==> src/rtl/pcpd_ram.sv <==
`timescale 1ns / 1ps
module pcpd_ram #(
  parameter int WIDTH = 32,
  parameter int DEPTH = 16
) (
  input  logic                     clk,
  input  logic                     we,
  input  logic [$clog2(DEPTH)-1:0] waddr,
  input  logic [WIDTH-1:0]         wdata,
  input  logic [$clog2(DEPTH)-1:0] raddr,
  output logic [WIDTH-1:0]         rdata
);
  logic [WIDTH-1:0] mem [DEPTH];

  always_ff @(posedge clk) begin
    if (we) mem[waddr] <= wdata;
    rdata <= mem[raddr];
  end
endmodule

==> config.mk <==
export PLATFORM = sky130hd
export DESIGN_NAME = pcpd_ram
export DESIGN_NICKNAME = d
export VERILOG_FILES = /design/src/rtl/pcpd_ram.sv
export SDC_FILE = /design/constraint.sdc
export NUM_CORES = 1
export LEC_CHECK = 0
export ABC_CLOCK_PERIOD_IN_PS = 4800
export BUFFER_PORTS_ARGS = -buffer_cell sky130_fd_sc_hd__buf_2
export CAP_MARGIN = 10
export CORE_ASPECT_RATIO = 0.9
export CORE_MARGIN = 2
export CORE_UTILIZATION = 61
export DETAILED_ROUTE_END_ITERATION = 8
export PLACE_DENSITY = 0.78
export SETUP_SLACK_MARGIN = 0.02
export SLEW_MARGIN = 20
export SYNTH_ARGS = -nofsm -noshare
export SYNTH_HDL_FRONTEND = slang
export SYNTH_SLANG_ARGS = --single-unit
==> constraint.sdc <==
create_clock -name clk -period 4.8 [get_ports clk]
set_input_delay 0.48 -clock clk [delete_from_list [all_inputs] [get_ports clk]]
set_output_delay 0.48 -clock clk [all_outputs]
set_load 0.005 [all_outputs]
==> results.sh, run 1 <==
export IMPL_status="finished, final reports clean"
export IMPL_clock_latency_ns=0.58
export IMPL_worstPathArrival_ns=2.34
export IMPL_area_delta_synth_final_pct=14.1
export IMPL_die_w_um=194
export IMPL_finish_utilization_pct=70.9
export IMPL_cpPeakStageDelay_ns=0.82
export IMPL_postCtsSetupRepairBufs=0
export IMPL_stdcell_count=1399
export IMPL_grt_usage_pct=24.6
export IMPL_synth_compound_area_share_pct=2.42
export IMPL_grt_overflow=0
export IMPL_rsz0062_at_grt="false"
export IMPL_clock_power_share_pct=41.8
export IMPL_ant_nets=0
export IMPL_core_area_um2=32000
export IMPL_finalPower_mw=9.96
export IMPL_async_flop_share_pct=0
export IMPL_hold_buffers=0
export IMPL_static_leakage_power_nw=7.33
export IMPL_synthMuxAreaShare_pct=14.5
export IMPL_ys_seq_elements=544
export IMPL_synth_top_family_by_area="multiplexers"
export IMPL_ys_seq_area_share_pct=80.7
export IMPL_synth_simple_area_share_pct=1.27
export IMPL_intPower_mw=8.00
export IMPL_cts_sinks=544
export IMPL_endpoint_kind="flop"
export IMPL_synth_xor_area_share_pct=0
export IMPL_cp_max_fo=25
export IMPL_cts_resized=0
export IMPL_antenna_found_initial=0
export IMPL_synth_area_um2=19900
export IMPL_synth_warnings=0
export IMPL_drc=0
export IMPL_ys_types=18
export IMPL_netlist_instances=838
export IMPL_mostFrequentLayoutCells="512 x edfxtp_1, 128 x mux4_2, 71 x buf_2"
export IMPL_cp_start_kind="input pin"
export IMPL_drive_above_1_share_pct=32.9
export IMPL_pre_cts_ws_ns=2.15
export IMPL_fmax_mhz=480
export IMPL_layout_setup_ws_ns=2.72
export IMPL_clock_skew_final_ns=0.0214
export IMPL_place_inst=1307
export IMPL_required_ns=5.06
export IMPL_grt_pass1_wl_mm=60.4
export IMPL_ir_drop_mv=0.526
export IMPL_synth_flop_cell="edfxtp_1"
export IMPL_fp_dieH_um=175
export IMPL_grt_max_degree=78
export IMPL_drv_cap=0
export IMPL_cp_slowest_cell="nor2_4"
export IMPL_powerDensity_nw_per_um2=440
export IMPL_seqPwrFrac_pct=53.7
export IMPL_firstDrtPassIters=5
export IMPL_min_period_ns=2.08
export IMPL_io_buffers=73
export IMPL_drv_slew=0
export IMPL_switching_share_pct=19.7
export IMPL_start_util_pct=62.1
export IMPL_syn_area_per_cell_um2=23.7
export IMPL_clk_pin_slew_ns=0.06
export IMPL_synth_fa_ha_area_share_pct=0
export IMPL_antennaDiodeCount=0
export IMPL_synth_nets=880
export IMPL_relSlewSlack_pct=27.9
export IMPL_cts_tree="yes"
export IMPL_fp_row_count=62
export IMPL_finalHoldViolations=0
export IMPL_p_switching_mw=1.96
export IMPL_synth_edf_count=512
export IMPL_max_slew_worst_pin_slew_ns=1.08
export IMPL_worstSetupPathType="input pin to flop"
export IMPL_via_count=9199
export IMPL_finalSetupTns_ns=0
export IMPL_avgViaCountPerCell=6.58
export IMPL_path_cells="buf_2 -> or3b_2 -> nor2_4 -> buf_4"
export IMPL_combPwrFrac_pct=4.6
export IMPL_ioPinCount=74
export IMPL_fin_nets=986
export IMPL_detailed_place_hpwl_mm=20.2
export IMPL_hold_ws_ns=0.278
export IMPL_hold_class="input pin to flop"
export IMPL_clock_path_buffers=3
export IMPL_cp_top_family="simple AND/OR/NAND/NOR gates"
export IMPL_h_tree_depth=2
export IMPL_cts_buffers_inserted=51
export IMPL_design_area_um2=22600
export IMPL_place_area_um2=20900
export IMPL_clockRootBuffer="clkbuf_16"
export IMPL_setup_viol=0
export IMPL_fin_crit_sh_pct=43.4
export IMPL_die_area_um2=34000
export IMPL_gp_congestion=0.729
export IMPL_grt_pass1_vias=9467
export IMPL_drt_initial_drc_count=1095
export IMPL_wire_per_inst_um=29.1
export IMPL_final_common_cell="edfxtp_1"
export IMPL_drt_total_wl_mm=40.7
export IMPL_critPathBufInv=2
==> cell usage after synthesis, types with 4 or more instances <==
master / count / area (um2)
nor2_1: 13 / 48.8
buf_2: 4 / 20.0
edfxtp_1: 512 / 15400
clkbuf_1: 17 / 63.8
buf_1: 9 / 33.8
nor3_1: 4 / 20.0
buf_4: 11 / 82.6
a22oi_1: 64 / 480
mux4_2: 128 / 2880
nand2_1: 33 / 124
dfxtp_1: 32 / 641
==> registers in the layout, indices dropped and copies added, names as in the netlist <==
| register | cells |
|---|---|
| rdata | 32 |
| mem | 512 |
==> final cells by class <==
type	instances	area (um2)
clock inverters	22	323
well taps	416	520
multi-input cells	251	3760
fillers	1825	9320
flip-flops and latches	544	16000
repair buffers	96	612
clock buffers	70	1420
==> power groups by stage <==
stage	Sequential (mW)	Combinational (mW)	Clock (mW)
3_3_place_gp	5.44	0.438	0
4_1_cts	5.35	0.459	4.22
6_report	5.34	0.454	4.16
3_5_place_dp	5.44	0.455	0
5_1_grt	5.35	0.490	4.39
2_1_floorplan	5.44	0.255	0
==> kinds of logic after synthesis <==
family | count (synthesis)
flops | 544
mux | 128
compound gates | 64
simple gates | 59
buf+inv | 43
==> layer usage <==
layer / vias up / wire length, um / global-route usage, %
met5: - / 0 / 0
met4: 0 / 841 / 6.25
met3: 82 / 3900 / 4.38
met2: 505 / 19700 / 38.6
met1: 4832 / 16200 / 36.9
li1: 3780 / - / -
==> final timing paths <==
kind | start | to | slack (ns) | depth (start not counted)
setup reg to reg | mem[3][9]$_DFFE_PP_ | rdata[9]$_DFF_P_ | 3.43 | 3
hold / removal | wdata[28] | mem[13][28]$_DFFE_PP_ | 0.28 | 1
hold reg to reg | mem[13][1]$_DFFE_PP_ | rdata[1]$_DFF_P_ | 0.67 | 3
setup / recovery | waddr[2] | mem[1][1]$_DFFE_PP_ | 2.72 | 4
No activity file was read; power rests on OpenSTA's default activity.
==> inputs of run 2 (changes only) <==
--- a/config.mk
+++ b/config.mk
@@ -5,7 +5,7 @@
 export SDC_FILE = /design/constraint.sdc
 export NUM_CORES = 1
 export LEC_CHECK = 0
-export ABC_CLOCK_PERIOD_IN_PS = 4800
+export ABC_CLOCK_PERIOD_IN_PS = 1960
 export BUFFER_PORTS_ARGS = -buffer_cell sky130_fd_sc_hd__buf_2
 export CAP_MARGIN = 10
 export CORE_ASPECT_RATIO = 0.9
==> constraint.sdc (replaced) <==
create_clock -name clk -period 1.96 [get_ports clk]
set_input_delay 0.196 -clock clk [delete_from_list [all_inputs] [get_ports clk]]
set_output_delay 0.196 -clock clk [all_outputs]
set_load 0.005 [all_outputs]
==> results.sh, run 2 (synthesis results as in run 1) <==
export IMPL_ant_nets=0
export IMPL_mostFrequentLayoutCells="512 x edfxtp_1, 128 x mux4_2, 71 x buf_2"
export IMPL_finalHoldViolations=0
export IMPL_finalPower_mw=24.0
export IMPL_top_layer_used="met4"
export IMPL_die_w_um=194
export IMPL_required_ns=2.41
export IMPL_layout_setup_ws_ns=0.602
export IMPL_wl_met2_mm=21.0
export IMPL_fmax_mhz=737
export IMPL_start_util_pct=62.1
export IMPL_cts_buffers_inserted=50
export IMPL_clockRootBuffer="clkbuf_16"
export IMPL_drt_total_wl_mm=41.9
export IMPL_ioPinCount=74
export IMPL_worstSetupPathType="flop to flop"
export IMPL_endpoint_kind="flop"
export IMPL_grt_pass1_wl_mm=62.3
export IMPL_clk_pin_slew_ns=0.07
export IMPL_grt_pass1_vias=9634
export IMPL_regMostFlops="mem"
export IMPL_stdcell_count=1432
export IMPL_clock_latency_ns=0.57
export IMPL_design_area_um2=23100
export IMPL_place_inst=1316
export IMPL_antenna_found_initial=1
export IMPL_finalSetupTns_ns=0
export IMPL_worst_r2r_setup_slack_ns=0.60
export IMPL_r2r_start="mem[3][25]$_DFFE_PP_"
export IMPL_gp_congestion=0.716
export IMPL_final_common_cell="edfxtp_1"
export IMPL_static_leakage_power_nw=7.48
export IMPL_cp_start_kind="flop"
export IMPL_place_area_um2=21200
export IMPL_cpPeakStageDelay_ns=0.49
export IMPL_die_area_um2=34000
export IMPL_ir_drop_mv=0.961
export IMPL_hold_path_startpoint="wdata[11]"
export IMPL_finish_utilization_pct=72.3
export IMPL_core_area_um2=32000
export IMPL_avgViaCountPerCell=6.51
export IMPL_drive_above_1_share_pct=31.9
export IMPL_min_period_ns=1.36
export IMPL_fp_dieH_um=175
export IMPL_fin_nets=1016
export IMPL_clock_skew_final_ns=0.0118
export IMPL_powerDensity_nw_per_um2=1040
export IMPL_cp_slowest_cell="mux4_2"
export IMPL_via_count=9321
export IMPL_largest_reg_flops=512
export IMPL_wire_per_inst_um=29.2
export IMPL_hold_ws_ns=0.0179
export IMPL_setup_viol=0
export IMPL_grt_usage_pct=25.5
export IMPL_status="finished, final reports clean"
export IMPL_drv_cap=0
export IMPL_relSlewSlack_pct=28.4
export IMPL_cts_sinks=544
export IMPL_detailed_place_hpwl_mm=20.2
export IMPL_drv_slew=0
export IMPL_top_regs="mem: 512 flops, rdata: 32 flops"
export IMPL_rsz0062_at_grt="false"
export IMPL_critPathLaunch="mem[3][25]$_DFFE_PP_"
export IMPL_grt_overflow=0
export IMPL_m1WireLength_mm=16.2
export IMPL_firstDrtPassIters=5
export IMPL_area_delta_synth_final_pct=16.4
export IMPL_cts_tree="yes"
export IMPL_drt_initial_drc_count=1027
export IMPL_postCtsSetupRepairBufs=0
export IMPL_drc=0
export IMPL_max_slew_worst_pin_slew_ns=1.07
export IMPL_worstPathArrival_ns=1.80
export IMPL_grt_max_degree=55
export IMPL_fin_crit_sh_pct=69.3
export IMPL_io_buffers=73
export IMPL_cp_max_fo=1
export IMPL_hold_class="input pin to flop"
export IMPL_path_cells="mux4_2 -> a22oi_1 -> nand2_1"
export IMPL_clock_path_buffers=3
export IMPL_fp_row_count=62
export IMPL_wl_met3_mm=3.59
export IMPL_h_tree_depth=2
export IMPL_pre_cts_ws_ns=0.182
-- run 2: changes by cell type in the layout (fill, tap and decap cells not counted), moves of 5 or more --
cell,previous run,this run
dlygate4sd3_1,0,22
buf_4,19,9
bufinv_16,8,3
buf_12,5,24
clkbuf_1,12,21
clkinv_2,8,3
-- run 2: final timing paths --
| path | endpoint | cells after the start |
|---|---|---|
| worst max-delay path | rdata[25]$_DFF_P_ | 3 |
| worst min register to register | rdata[8]$_DFF_P_ | 3 |
| worst max register to register | rdata[25]$_DFF_P_ | 3 |
| worst min-delay path | mem[13][11]$_DFFE_PP_ | 1 |
-- run 2: area by class of cell --
cell class,count,area [um2]
Clock inverter,9,120
Tap cell,416,520
Antenna cell,1,2.50
Timing Repair Buffer,127,1140
Multi-Input combinational cell,251,3780
Fill cell,1761,8840
Clock buffer,84,1540
Sequential cell,544,16000
-- run 2: metal layers --
layer,global-route usage [%],vias up
met5,0,-
met4,7.70,0
li1,-,3846
met3,4.69,75
met2,42.2,481
met1,35.6,4919
-- run 2: where the power goes --
part / internal [mW] / leakage [nW] / switching, mW
clock network: 5.73 / 0.807 / 3.99
registers: 13.0 / 4.89 / 0.0984
logic: 0.528 / 1.78 / 0.660
-- run 2: worst max-delay path: cells and delay by family (launching register included) --
| kind | cells | cell delay, ns |
|---|---|---|
| flip-flops | 1 | 0.37 |
| AO/OA/AOI/OAI | 1 | 0.27 |
| multiplexers | 1 | 0.49 |
| AND/OR/NAND/NOR | 1 | 0.11 |
-- run 2: what timing repair did --
item / CTS / global route
endpoints found under the hold margin: 322 / 0
resized for setup: 0 / 0
endpoints found under the setup margin: 0 / 0
hold buffers: 22 / 0
